--- src/rtl/core/t16dec_pkg.sv ---
`default_nettype none
package t16dec_pkg;

   localparam logic [6:0] MN_MOVS    = 7'd0;
   localparam logic [6:0] MN_LSLS    = 7'd1;
   localparam logic [6:0] MN_LSRS    = 7'd2;
   localparam logic [6:0] MN_ASRS    = 7'd3;
   localparam logic [6:0] MN_ADDS    = 7'd4;
   localparam logic [6:0] MN_SUBS    = 7'd5;
   localparam logic [6:0] MN_CMP     = 7'd6;
   localparam logic [6:0] MN_ANDS    = 7'd7;
   localparam logic [6:0] MN_EORS    = 7'd8;
   localparam logic [6:0] MN_ADCS    = 7'd9;
   localparam logic [6:0] MN_SBCS    = 7'd10;
   localparam logic [6:0] MN_RORS    = 7'd11;
   localparam logic [6:0] MN_TST     = 7'd12;
   localparam logic [6:0] MN_RSBS    = 7'd13;
   localparam logic [6:0] MN_CMN     = 7'd14;
   localparam logic [6:0] MN_ORRS    = 7'd15;
   localparam logic [6:0] MN_MULS    = 7'd16;
   localparam logic [6:0] MN_BICS    = 7'd17;
   localparam logic [6:0] MN_MVNS    = 7'd18;
   localparam logic [6:0] MN_ADD     = 7'd19;
   localparam logic [6:0] MN_MOV     = 7'd20;
   localparam logic [6:0] MN_BLX     = 7'd21;
   localparam logic [6:0] MN_BX      = 7'd22;
   localparam logic [6:0] MN_LDR     = 7'd23;
   localparam logic [6:0] MN_STR     = 7'd24;
   localparam logic [6:0] MN_STRH    = 7'd25;
   localparam logic [6:0] MN_STRB    = 7'd26;
   localparam logic [6:0] MN_LDRSB   = 7'd27;
   localparam logic [6:0] MN_LDRH    = 7'd28;
   localparam logic [6:0] MN_LDRB    = 7'd29;
   localparam logic [6:0] MN_LDRSH   = 7'd30;
   localparam logic [6:0] MN_ADR     = 7'd31;
   localparam logic [6:0] MN_SUB     = 7'd32;
   localparam logic [6:0] MN_PUSH    = 7'd33;
   localparam logic [6:0] MN_POP     = 7'd34;
   localparam logic [6:0] MN_BKPT    = 7'd35;
   localparam logic [6:0] MN_HINT0   = 7'd36;
   localparam logic [6:0] MN_IT      = 7'd44;
   localparam logic [6:0] MN_EXT0    = 7'd45;
   localparam logic [6:0] MN_STMIA   = 7'd49;
   localparam logic [6:0] MN_LDMIA   = 7'd50;
   localparam logic [6:0] MN_UDF     = 7'd51;
   localparam logic [6:0] MN_SVC     = 7'd52;
   localparam logic [6:0] MN_B       = 7'd53;
   localparam logic [6:0] MN_UNKNOWN = 7'd54;

   localparam logic [3:0] COND_AL = 4'd14;
   localparam logic [3:0] REG_SP  = 4'd13;
   localparam logic [3:0] REG_PC  = 4'd15;

   // Decoded fields of one instruction.
   typedef struct packed {
      logic [6:0]  mnemonic;
      logic [3:0]  dest_reg;
      logic [3:0]  src_reg_a;
      logic [3:0]  src_reg_b;
      logic [9:0]  immediate;
      logic [31:0] target_addr;
      logic [8:0]  reg_list;
      logic [3:0]  cond_code;
      logic        cond_active;
      logic [2:0]  it_length;
      logic [2:0]  it_else_bits;
      logic        recognized;
   } result_type;

   // Data-processing opcode to mnemonic.
   function automatic logic [6:0] dp_code(input logic [3:0] op);
      logic [6:0] r;
      case (op)
         4'd0:  r = MN_ANDS;
         4'd1:  r = MN_EORS;
         4'd2:  r = MN_LSLS;
         4'd3:  r = MN_LSRS;
         4'd4:  r = MN_ASRS;
         4'd5:  r = MN_ADCS;
         4'd6:  r = MN_SBCS;
         4'd7:  r = MN_RORS;
         4'd8:  r = MN_TST;
         4'd9:  r = MN_RSBS;
         4'd10: r = MN_CMP;
         4'd11: r = MN_CMN;
         4'd12: r = MN_ORRS;
         4'd13: r = MN_MULS;
         4'd14: r = MN_BICS;
         default: r = MN_MVNS;
      endcase
      return r;
   endfunction

   // Register-offset load/store opcode to mnemonic.
   function automatic logic [6:0] lsreg_code(input logic [2:0] op);
      logic [6:0] r;
      case (op)
         3'd0: r = MN_STR;
         3'd1: r = MN_STRH;
         3'd2: r = MN_STRB;
         3'd3: r = MN_LDRSB;
         3'd4: r = MN_LDR;
         3'd5: r = MN_LDRH;
         3'd6: r = MN_LDRB;
         default: r = MN_LDRSH;
      endcase
      return r;
   endfunction

endpackage
`default_nettype wire

--- src/rtl/core/t16dec_decode.sv ---
`default_nettype none
module t16dec_decode (
   input  wire logic [15:0]            hw,
   input  wire logic [31:0]            pc,
   input  wire logic [7:0]             it_state,
   output t16dec_pkg::result_type      res,
   output logic                        is_it
);
   import t16dec_pkg::*;

   logic        active;
   logic [31:0] lit;
   logic [31:0] pc4;
   logic [4:0]  imm5;
   logic [3:0]  fc;
   logic [3:0]  mask;

   assign active = (it_state[3:0] != 4'd0);
   assign pc4    = pc + 32'd4;
   assign lit    = {pc[31:2], 2'b00} + 32'd4 + {22'd0, hw[7:0], 2'b00};
   assign imm5   = hw[10:6];
   assign fc     = hw[7:4];
   assign mask   = hw[3:0];

   // One pass over the encoding classes in priority order.
   always_comb begin
      res              = '0;
      res.mnemonic     = MN_UNKNOWN;
      res.recognized   = 1'b1;
      res.cond_active  = active;
      res.cond_code    = active ? it_state[7:4] : COND_AL;
      is_it            = 1'b0;
      if (hw[15:13] == 3'b000) begin
         res.dest_reg  = {1'b0, hw[2:0]};
         res.src_reg_a = {1'b0, hw[5:3]};
         if (hw[12:11] == 2'b00) begin
            res.mnemonic  = (imm5 != 5'd0) ? MN_LSLS : MN_MOVS;
            res.immediate = {5'd0, imm5};
         end else if (hw[12:11] != 2'b11) begin
            res.mnemonic  = hw[12] ? MN_ASRS : MN_LSRS;
            res.immediate = (imm5 != 5'd0) ? {5'd0, imm5} : 10'd32;
         end else begin
            res.mnemonic = hw[9] ? MN_SUBS : MN_ADDS;
            if (hw[10]) res.immediate = {7'd0, hw[8:6]};
            else res.src_reg_b = {1'b0, hw[8:6]};
         end
      end else if (hw[15:13] == 3'b001) begin
         res.immediate = {2'd0, hw[7:0]};
         case (hw[12:11])
            2'd0: begin
               res.mnemonic = MN_MOVS;
               res.dest_reg = {1'b0, hw[10:8]};
            end
            2'd1: begin
               res.mnemonic  = MN_CMP;
               res.src_reg_a = {1'b0, hw[10:8]};
            end
            default: begin
               res.mnemonic  = hw[11] ? MN_SUBS : MN_ADDS;
               res.dest_reg  = {1'b0, hw[10:8]};
               res.src_reg_a = {1'b0, hw[10:8]};
            end
         endcase
      end else if (hw[15:10] == 6'b010000) begin
         res.mnemonic = dp_code(hw[9:6]);
         if (hw[9:6] == 4'd8 || hw[9:6] == 4'd10 || hw[9:6] == 4'd11) begin
            res.src_reg_a = {1'b0, hw[2:0]};
            res.src_reg_b = {1'b0, hw[5:3]};
         end else if (hw[9:6] == 4'd9 || hw[9:6] == 4'd15) begin
            res.dest_reg  = {1'b0, hw[2:0]};
            res.src_reg_a = {1'b0, hw[5:3]};
         end else if (hw[9:6] == 4'd13) begin
            res.dest_reg  = {1'b0, hw[2:0]};
            res.src_reg_a = {1'b0, hw[5:3]};
            res.src_reg_b = {1'b0, hw[2:0]};
         end else begin
            res.dest_reg  = {1'b0, hw[2:0]};
            res.src_reg_a = {1'b0, hw[2:0]};
            res.src_reg_b = {1'b0, hw[5:3]};
         end
      end else if (hw[15:10] == 6'b010001) begin
         case (hw[9:8])
            2'd0: begin
               res.mnemonic  = MN_ADD;
               res.dest_reg  = {hw[7], hw[2:0]};
               res.src_reg_a = {hw[7], hw[2:0]};
               res.src_reg_b = hw[6:3];
            end
            2'd1: begin
               res.mnemonic  = MN_CMP;
               res.src_reg_a = {hw[7], hw[2:0]};
               res.src_reg_b = hw[6:3];
            end
            2'd2: begin
               res.mnemonic  = MN_MOV;
               res.dest_reg  = {hw[7], hw[2:0]};
               res.src_reg_a = hw[6:3];
            end
            default: begin
               res.mnemonic  = hw[7] ? MN_BLX : MN_BX;
               res.src_reg_a = hw[6:3];
            end
         endcase
      end else if (hw[15:11] == 5'b01001) begin
         res.mnemonic    = MN_LDR;
         res.dest_reg    = {1'b0, hw[10:8]};
         res.src_reg_a   = REG_PC;
         res.immediate   = {hw[7:0], 2'b00};
         res.target_addr = lit;
      end else if (hw[15:12] == 4'b0101) begin
         res.mnemonic  = lsreg_code(hw[11:9]);
         res.src_reg_b = {1'b0, hw[8:6]};
         res.src_reg_a = {1'b0, hw[5:3]};
         res.dest_reg  = {1'b0, hw[2:0]};
      end else if (hw[15:13] == 3'b011) begin
         if (hw[11]) res.mnemonic = hw[12] ? MN_LDRB : MN_LDR;
         else res.mnemonic = hw[12] ? MN_STRB : MN_STR;
         res.immediate = hw[12] ? {5'd0, imm5} : {3'd0, imm5, 2'b00};
         res.src_reg_a = {1'b0, hw[5:3]};
         res.dest_reg  = {1'b0, hw[2:0]};
      end else if (hw[15:12] == 4'b1000) begin
         res.mnemonic  = hw[11] ? MN_LDRH : MN_STRH;
         res.immediate = {4'd0, imm5, 1'b0};
         res.src_reg_a = {1'b0, hw[5:3]};
         res.dest_reg  = {1'b0, hw[2:0]};
      end else if (hw[15:12] == 4'b1001) begin
         res.mnemonic  = hw[11] ? MN_LDR : MN_STR;
         res.dest_reg  = {1'b0, hw[10:8]};
         res.src_reg_a = REG_SP;
         res.immediate = {hw[7:0], 2'b00};
      end else if (hw[15:11] == 5'b10100) begin
         res.mnemonic    = MN_ADR;
         res.dest_reg    = {1'b0, hw[10:8]};
         res.src_reg_a   = REG_PC;
         res.immediate   = {hw[7:0], 2'b00};
         res.target_addr = lit;
      end else if (hw[15:11] == 5'b10101) begin
         res.mnemonic  = MN_ADD;
         res.dest_reg  = {1'b0, hw[10:8]};
         res.src_reg_a = REG_SP;
         res.immediate = {hw[7:0], 2'b00};
      end else if (hw[15:8] == 8'hb0) begin
         res.mnemonic  = hw[7] ? MN_SUB : MN_ADD;
         res.dest_reg  = REG_SP;
         res.src_reg_a = REG_SP;
         res.immediate = {1'b0, hw[6:0], 2'b00};
      end else if (hw[15:9] == 7'b1011010 || hw[15:9] == 7'b1011110) begin
         res.mnemonic  = hw[11] ? MN_POP : MN_PUSH;
         res.src_reg_a = REG_SP;
         res.reg_list  = hw[8:0];
      end else if (hw[15:8] == 8'hbe) begin
         res.mnemonic  = MN_BKPT;
         res.immediate = {2'd0, hw[7:0]};
      end else if (hw[15:8] == 8'hbf) begin
         if (mask == 4'd0) begin
            res.mnemonic = MN_HINT0 + {4'd0, fc[2:0]};
         end else begin
            res.mnemonic  = MN_IT;
            res.cond_code = fc;
            is_it         = 1'b1;
            // The lowest set mask bit marks the block length.
            if (mask[0]) begin
               res.it_length    = 3'd4;
               res.it_else_bits = {mask[1] ^ fc[0], mask[2] ^ fc[0], mask[3] ^ fc[0]};
            end else if (mask[1]) begin
               res.it_length    = 3'd3;
               res.it_else_bits = {1'b0, mask[2] ^ fc[0], mask[3] ^ fc[0]};
            end else if (mask[2]) begin
               res.it_length    = 3'd2;
               res.it_else_bits = {2'b00, mask[3] ^ fc[0]};
            end else begin
               res.it_length = 3'd1;
            end
         end
      end else if (hw[15:8] == 8'hb2) begin
         res.mnemonic  = MN_EXT0 + {5'd0, hw[7:6]};
         res.src_reg_a = {1'b0, hw[5:3]};
         res.dest_reg  = {1'b0, hw[2:0]};
      end else if (hw[15:12] == 4'b1100) begin
         res.mnemonic  = hw[11] ? MN_LDMIA : MN_STMIA;
         res.src_reg_a = {1'b0, hw[10:8]};
         res.reg_list  = {1'b0, hw[7:0]};
      end else if (hw[15:12] == 4'b1101) begin
         if (hw[11:8] == 4'he) begin
            res.mnemonic  = MN_UDF;
            res.immediate = {2'd0, hw[7:0]};
         end else if (hw[11:8] == 4'hf) begin
            res.mnemonic  = MN_SVC;
            res.immediate = {2'd0, hw[7:0]};
         end else begin
            res.mnemonic    = MN_B;
            res.cond_code   = hw[11:8];
            res.target_addr = pc4 + {{23{hw[7]}}, hw[7:0], 1'b0};
         end
      end else if (hw[15:11] == 5'b11100) begin
         res.mnemonic    = MN_B;
         res.target_addr = pc4 + {{20{hw[10]}}, hw[10:0], 1'b0};
      end else begin
         res.recognized = 1'b0;
      end
   end

endmodule
`default_nettype wire

--- src/rtl/core/thumb16_instruction_decoder.sv ---
`default_nettype none
// Thumb 16-bit instruction decoder. One request (halfword and its address) is
// accepted per cycle while the result register is empty or being drained, and
// its decoded fields appear on the rsp_ port from the result register in the
// cycle after it is taken. The IT-block state is updated at each accepted
// request, so consecutive halfwords of one fetch stream decode back to back.
module thumb16_instruction_decoder (
   input  wire logic        clock,
   input  wire logic        reset,
   input  wire logic        req_valid,
   output logic             req_ready,
   input  wire logic [15:0] req_halfword,
   input  wire logic [31:0] req_pc_addr,
   output logic             rsp_valid,
   input  wire logic        rsp_ready,
   output logic [6:0]       rsp_mnemonic,
   output logic [3:0]       rsp_dest_reg,
   output logic [3:0]       rsp_src_reg_a,
   output logic [3:0]       rsp_src_reg_b,
   output logic [9:0]       rsp_immediate,
   output logic [31:0]      rsp_target_addr,
   output logic [8:0]       rsp_reg_list,
   output logic [3:0]       rsp_cond_code,
   output logic             rsp_cond_active,
   output logic [2:0]       rsp_it_length,
   output logic [2:0]       rsp_it_else_bits,
   output logic             rsp_recognized
);
   import t16dec_pkg::*;

   logic [7:0] it_ff, it_in;
   logic       valid_ff;
   result_type res_ff, dec;
   logic       is_it;
   logic       take;

   assign req_ready = !valid_ff || rsp_ready;
   assign take      = req_valid && req_ready;

   t16dec_decode u_decode (
      .hw       (req_halfword),
      .pc       (req_pc_addr),
      .it_state (it_ff),
      .res      (dec),
      .is_it    (is_it)
   );

   // IT state: load on IT, otherwise advance while inside a block.
   always_comb begin
      it_in = it_ff;
      if (is_it) it_in = req_halfword[7:0];
      else if (it_ff[3:0] != 4'd0) begin
         if (it_ff[2:0] != 3'd0) it_in = {it_ff[7:5], it_ff[3:0], 1'b0};
         else it_in = 8'd0;
      end
   end

   always_ff @(posedge clock) begin
      if (reset) begin
         it_ff    <= 8'd0;
         valid_ff <= 1'b0;
      end else begin
         if (take) it_ff <= it_in;
         if (take) valid_ff <= 1'b1;
         else if (rsp_ready) valid_ff <= 1'b0;
      end
   end

   // Result register.
   always_ff @(posedge clock) begin
      if (take) res_ff <= dec;
   end

   assign rsp_valid        = valid_ff;
   assign rsp_mnemonic     = res_ff.mnemonic;
   assign rsp_dest_reg     = res_ff.dest_reg;
   assign rsp_src_reg_a    = res_ff.src_reg_a;
   assign rsp_src_reg_b    = res_ff.src_reg_b;
   assign rsp_immediate    = res_ff.immediate;
   assign rsp_target_addr  = res_ff.target_addr;
   assign rsp_reg_list     = res_ff.reg_list;
   assign rsp_cond_code    = res_ff.cond_code;
   assign rsp_cond_active  = res_ff.cond_active;
   assign rsp_it_length    = res_ff.it_length;
   assign rsp_it_else_bits = res_ff.it_else_bits;
   assign rsp_recognized   = res_ff.recognized;

endmodule
`default_nettype wire

--- config.mk ---
export PLATFORM = sky130hd
export DESIGN_NAME = thumb16_instruction_decoder
export DESIGN_NICKNAME = d
export VERILOG_FILES = /design/src/rtl/core/t16dec_pkg.sv /design/src/rtl/core/t16dec_decode.sv /design/src/rtl/core/thumb16_instruction_decoder.sv
export SDC_FILE = /design/constraint.sdc
export NUM_CORES = 1
export LEC_CHECK = 0
export ABC_AREA = 1
export BUFFER_PORTS_ARGS = -buffer_cell sky130_fd_sc_hd__buf_2
export CORE_MARGIN = 2
export CORE_UTILIZATION = 41
export DETAILED_ROUTE_END_ITERATION = 10
export GPL_ROUTABILITY_DRIVEN = 0
export PLACE_DENSITY = 0.59
export SYNTH_ARGS = -nofsm -noshare
export SYNTH_HDL_FRONTEND = slang
export SYNTH_SLANG_ARGS = --single-unit
--- constraint.sdc ---
create_clock -name clock -period 3.11 [get_ports clock]
set_input_delay 0 -clock clock [delete_from_list [all_inputs] [get_ports clock]]
set_output_delay 0 -clock clock [all_outputs]
set_load 0.02 [all_outputs]
; ---- Word level (Yosys, flattened, before mapping)
; Memories as Yosys holds them, arrays and structs flattened.
; Index checks and enable logic that the tools add are counted.
[op_classes]
mux = 201
eq_ne = 38
reduce_logical = 26
bitwise_logic = 4
add_sub_neg = 7
[ops]
columns = op, n
row1 = 45-bit two-way mux, 29
row2 = 55-bit two-way mux, 19
row3 = 51-bit two-way mux, 15
row4 = 42-bit two-way mux, 16
row5 = 15-bit two-way mux, 9
row6 = 32-bit two-way mux, 4
row7 = 4-bit two-way mux, 23
row8 = 10-bit two-way mux, 9
row9 = 7-bit two-way mux, 12
row10 = 8-bit two-way mux, 9
row11 = 32-bit by 3-bit adder with 32-bit output (second input constant), 2
row12 = 32-bit adder, 2
row13 = 4-bit == test (second input constant), 12
row14 = 19-bit two-way mux, 2
row15 = 3-bit two-way mux, 12
row16 = 32-bit by 10-bit adder with 32-bit output, 1
row17 = 8-bit == test (second input constant), 4
row18 = 29-bit two-way mux, 1
row19 = 4-bit one-hot mux with 7 select lines, 1
row20 = 13-bit two-way mux, 2
row21 = 1-bit two-way mux, 25
row22 = 7-bit one-hot mux with 3 select lines, 1
row23 = 6-bit two-way mux, 3
row24 = 18-bit OR reduction, 1
row25 = other kinds (36), 62
[word_totals]
reg_bits = 91
in_bits = 52
elab_cells = 295
mem_count = 1
rom_bits = 80
out_inout_bits = 84
[mem_list]
columns = memory, words, word_bits, read_ports, rd_ports_with_merged_regs, write_ports, line
row1 = (no name shown), 16, 5, 1, 0, 0, t16dec_pkg.sv:73  ; case (op)

; ---- Longest topological paths before layout
[depth]
word_depth = 86
mapped_depth = 27
depth_no_buf = 27

; ---- Hierarchy
; A second synthesis with hierarchy kept.
[unflattened]
cells_unflattened = 1910
area_unflattened_um2 = 11952.7
[by_module_without_submodules]
columns = mod, cells_each, seq_area_each_um2, instances, area_each_um2
row1 = t16dec_decode, 1767, 0.0, 1, 9051.2
row2 = thumb16_instruction_decoder, 143, 2642.5, 1, 2901.5

; ---- Worst setup path after synthesis
; OpenSTA, ideal clock, no wires.
[synth_timing]
kind = register to register
start = reg valid_ff, in the netlist rsp_valid
end = reg it_ff[6]
t_arrival_ps = 2894
required_ps = 2994
setup_time_ps = 116
synth_period_minus_slack_ps = 3010
path_stages_with_launch = 9
setup_slack_ps = 100
n_path_buf = 0
path_cell_list = dfxtp_1 > nand2_1 > nand2_1 > inv_1 > o21ai_4 > inv_4 > o21ai_2 > nand2_1 > a21oi_1
[synth_via]
elab_chain_len = 4
[synth_lines]
columns = element, line
row1 = "start, declared", thumb16_instruction_decoder.sv:32  ; logic valid_ff;
row2 = "start signal, assigned", thumb16_instruction_decoder.sv:61  ; valid_ff <= 1'b0;
row3 = "start signal, assigned", thumb16_instruction_decoder.sv:64  ; if (take) valid_ff <= 1'b1;
row4 = "start signal, assigned", thumb16_instruction_decoder.sv:65  ; else if (rsp_ready) valid_ff <= 1'b0;
row5 = 1-bit logical NOT, thumb16_instruction_decoder.sv:37  ; assign req_ready = !valid_ff || rsp_ready;
row6 = 1-bit logical OR, thumb16_instruction_decoder.sv:37
row7 = named net req_ready, thumb16_instruction_decoder.sv:11  ; output logic req_ready,
row8 = 1-bit logical AND, thumb16_instruction_decoder.sv:38  ; assign take = req_valid && req_ready;
row9 = named net take, thumb16_instruction_decoder.sv:35  ; logic take;
row10 = 3-bit AND reduction (no source line), -
row11 = "end signal, assigned", thumb16_instruction_decoder.sv:63  ; if (take) it_ff <= it_in;
row12 = "end, declared", thumb16_instruction_decoder.sv:31  ; logic [7:0] it_ff, it_in;
; The timed path passes the listed nets, and every way through them passes these cells.
; A chain may end at the register's enable or synchronous reset.

; ---- Worst setup path after layout
[layout_timing]
start = in req_pc_addr[3]
end = reg res_ff (netlist bit rsp_target_addr[30]), data pin
[layout_via]
elab_chain_len = 82
word_cells_on_any_way = 86
cone_classes = add/sub (5) / mux (81)
[layout_lines]
columns = element, line
row1 = "start, declared", thumb16_instruction_decoder.sv:13  ; input wire logic [31:0] req_pc_addr,
row2 = 32-bit by 3-bit adder with 32-bit output, t16dec_decode.sv:19  ; assign pc4 = pc + 32'd4;
row3 = 32-bit adder, t16dec_decode.sv:193  ; res.target_addr = pc4 + {{23{hw[7]}}, hw[7:0], 1'b0};
row4 = 32-bit two-way mux, t16dec_decode.sv:187  ; end else if (hw[11:8] == 4'hf) begin
row5 = 32-bit two-way mux, t16dec_decode.sv:184  ; if (hw[11:8] == 4'he) begin
row6 = 32-bit two-way mux, t16dec_decode.sv:183  ; end else if (hw[15:12] == 4'b1101) begin
row7 = 42-bit two-way mux, t16dec_decode.sv:179  ; end else if (hw[15:12] == 4'b1100) begin
row8 = 55-bit two-way mux, t16dec_decode.sv:175  ; end else if (hw[15:8] == 8'hb2) begin
row9 = 55-bit two-way mux, t16dec_decode.sv:154  ; end else if (hw[15:8] == 8'hbf) begin
row10 = (+66 left out), -
row11 = 45-bit two-way mux, t16dec_decode.sv:47  ; end else if (hw[15:13] == 3'b001) begin
row12 = 45-bit two-way mux, t16dec_decode.sv:33  ; if (hw[15:13] == 3'b000) begin
row13 = 42-bit two-way mux, t16dec_decode.sv:131  ; end else if (hw[15:11] == 5'b10100) begin
row14 = 45-bit two-way mux, t16dec_decode.sv:126  ; end else if (hw[15:12] == 4'b1001) begin
row15 = 45-bit two-way mux, t16dec_decode.sv:121  ; end else if (hw[15:12] == 4'b1000) begin
row16 = 45-bit two-way mux, t16dec_decode.sv:115  ; end else if (hw[15:13] == 3'b011) begin
row17 = 55-bit two-way mux, t16dec_decode.sv:110  ; end else if (hw[15:12] == 4'b0101) begin
row18 = 42-bit two-way mux *, t16dec_decode.sv:104  ; end else if (hw[15:11] == 5'b01001) begin
row19 = "end signal, assigned", thumb16_instruction_decoder.sv:71  ; if (take) res_ff <= dec;
row20 = "end, declared", thumb16_instruction_decoder.sv:33  ; result_type res_ff, dec;
; Every way passes the cells marked *; elsewhere a longest branch is shown, timed or not. The select of a mux whose other input is x is not followed.

==> flow_summary_export.csv <==
group,metric,value,unit
run_status,outcome,"complete, but fails checks",
run_status,violations,"negative hold slack",
final_layout,nNetsFinal,2264,
final_layout,fillers,2658,
grt,first_global_vias,12618,
critical_path,cp_slowest_cell,"xor2_2",
clock_tree,cts_tree,"done",
clock_tree,cts.path.max_buffers,2,
die,core,27000,µm²
clock_tree,root_buffer,"clkbuf_16",
critical_path,critPathLaunchType,"input port",
grt,grt_usage,32.1,%
critical_path,crit_path_end_kind,"register",
sta,slew_headroom,48.9,%
clock_tree,cts_sinks,90,
logic_synthesis,syn_inst,1756,
die,row_count,60,
logic_synthesis,synth_area_leader_cell,"edfxtp_1",
critical_path,reg2reg_from,"rsp_valid",
critical_path,path_cells,"buf_8 > ha_4 > nand3_4 > nor4_4 > buf_4 > nand4_1 > nor2_2 > nand2_2 > nor2_4 > nand2_2 > xor2_2 > inv_2 > ha_4 > a21oi_2 > o21ai_0 > a21oi_1 > o21ai_0 > nor2_1 > nand3_1 > nand3_2 > nand3_1 > nand2_2 > inv_1",
logic_synthesis,netlist_top_cells_area,"edfxtp_1 22%, nand2_1 14%, ha_1 9.4%, inv_1 8.0%, nor2_1 6.4%",
logic_synthesis,yosysWarningCount,0,
die,pin_count,136,
critical_path,crit_family,"simple AND/OR/NAND/NOR gates",
placed_design,hpwl,38100,µm
grt,antenna_found_initial,2,
logic_synthesis,syn-num-nets,1894,
routing,ant_nets,0,
logic_synthesis,ys_seq_elements,90,
logic_synthesis,ys_top_cells_by_count,"417 x nand2_1, 240 x inv_1, 190 x nor2_1, 135 x a21oi_1, 129 x nand3_1",
grt,gr-total-overflow,0,
final_layout,areaGrowthSynthToFinish,35.3,%
critical_path,crit_top_cell,"nand2_2",
grt,grt_pass1_wl,70700,µm
power,power.density,323,nW/µm²
sta,rsz0062_at_grt,"true",
routing,drtPass1Iterations,8,
critical_path,cp.arrival,3.24,ns
power,ir_worst_vdd,0.000230,V
sta,worst_pin_slew,0.766,ns
critical_path,r2r_setup_slack,1.17,ns
logic_synthesis,async_flop_share,0,%
logic_synthesis,synth.most_common_cell,"nand2_1",
sta,slew_viol_final,0,
sta,skew,0.0171,ns
grt,grt_start_max_net_pins,49,
sta,hold_violations,1,
critical_path,worst_path_largest_cell_delay,0.25,ns
logic_synthesis,synth_flop_cell,"edfxtp_1",
critical_path,path_buf_inv,4,
logic_synthesis,ys_types,61,
clock_tree,numCtsBuffers,9,
die,die_area,28700,µm²
die,start_util,41.7,%
logic_synthesis,yosysSeqAreaShare,23.3,%
final_layout,n_antenna_cell,0,
routing,drt_iter0_markers,1470,
critical_path,path_class,"input port to register",
logic_synthesis,netlist_area,11200,µm²
sta,tns,0,ns
logic_synthesis,synth-edff-count,81,
die,die_x,169,µm
critical_path,timing.critical_path.from,"req_pc_addr[3]",
sta,final.min_clock_period,3.10,ns
routing,viasPerCell,5.69,
clock_tree,clkLatencyLatePin,0.37,ns
routing,wire_per_inst,19.5,µm
power,leakage,0.00730,µW
sta,fmax,323,MHz
sta,finalSetupViolCount,0,
clock_tree,h-tree-depth,3,
placed_design,placement.setup.worst_slack,-0.510,ns
routing,num_vias,14061,
logic_synthesis,synth.avg_cell_area,6.39,µm²
min_path,hp-start,"req_valid",
placed_design,io_buffers,134,
run,max_cap_viol_count,0,
critical_path,cp_max_fo,3,
min_path,holdCritPathClass,"input port to register",
final_layout,drive_gt1_share,28.9,%
die,die_y,169,µm
logic_synthesis,synth_top_area_share,21.7,%
sta,timing.final.crit_share,99.5,%
sta,whs,-0.00615,ns
clock_tree,path_clk_slew,0.09,ns
final_layout,largest_reg_flops,32,
routing,postRouteWirelength,48200,µm
critical_path,cp.required,3.25,ns
sta,layout_setup_ws,0.0141,ns
routing,route.detailed.drc,0,
-- cells by family after synthesis --
group / share of synthesized area, %
compound gates: 18.3
other cells: 0.0334
fa+ha+maj: 9.72
buf+inv: 10.3
xor+xnor: 3.35
flops: 23.3
simple gates: 35.0
-- per-layer routing --
metal	global-route usage (%)	vias to the layer above	wire, µm
met2	52.6	837	21700
met1	43.0	6399	19500
met4	13.2	0	2370
met3	3.64	164	4530
met5	0	-	0
li1	-	6661	-
-- cell type report --
| type | count | area (µm²) | area share [%] |
|---|---|---|---|
| Clock buffer | 14 | 287 | 1.89 |
| Clock inverter | 2 | 17.5 | 0.115 |
| Inverter | 262 | 995 | 6.55 |
| Multi-Input combinational cell | 1368 | 8180 | 53.9 |
| Sequential cell | 90 | 2610 | 17.2 |
| Tap cell | 341 | 427 | 2.81 |
| Timing Repair Buffer | 395 | 2670 | 17.6 |
-- final timing paths --
path | to | depth (start not counted)
setup / recovery | rsp_target_addr[30] | 23
hold / removal | rsp_valid | 3
setup reg to reg | rsp_target_addr[29] | 4
hold reg to reg | it_ff[5] | 2
-- tightest hold or removal path, cell delays in order --
cell	delay (ns)
buf_2	0.07
nand2_1	0.10
a21oi_1	0.14
-- what timing repair did --
item                                    in CTS  in global routing
pin swaps                                    2                 37
endpoints found under the setup margin      11                 19
hold buffers                                 3                  0
setup buffers                                3                  6
resized for setup                           15                156
hold endpoints to repair                     7                  0
-- cells in the final DEF (no fill, tap or decap), drive strengths merged, types with 15 or more instances in the layout --
master,synthesis,layout
o22ai,15,15
buf,16,392
nand3,134,134
ha,84,84
nor3,45,45
nor2,214,214
a21oi,137,137
xor2,35,35
edfxtp,81,81
nand4,29,29
o211ai,19,19
o21ai,123,123
nand2,426,426
inv,258,257
-- through the flow --
stage                     total power (µW)  util, %  hold WS (ns)  instances  area, µm²
after floorplan                       2630        -        0.0691       1756      11200
after global placement                3490     52.1         0.279       2444      14000
after detailed placement              3510     52.1         0.278       2444      14000
after CTS                             4720     53.7       0.00919       2466      14500
after global routing                  5120     56.4        0.0436       2472      15200
final                                 4900     56.4      -0.00615       2472      15200
-- where the power goes --
| part | internal [µW] | total [µW] | switching (µW) |
|---|---|---|---|
| combinational | 837 | 2230 | 1390 |
| sequential | 1430 | 1460 | 28.8 |
| clock | 647 | 1210 | 566 |
| total | 2920 | 4900 | 1990 |
(Power assumes the default switching activity.)
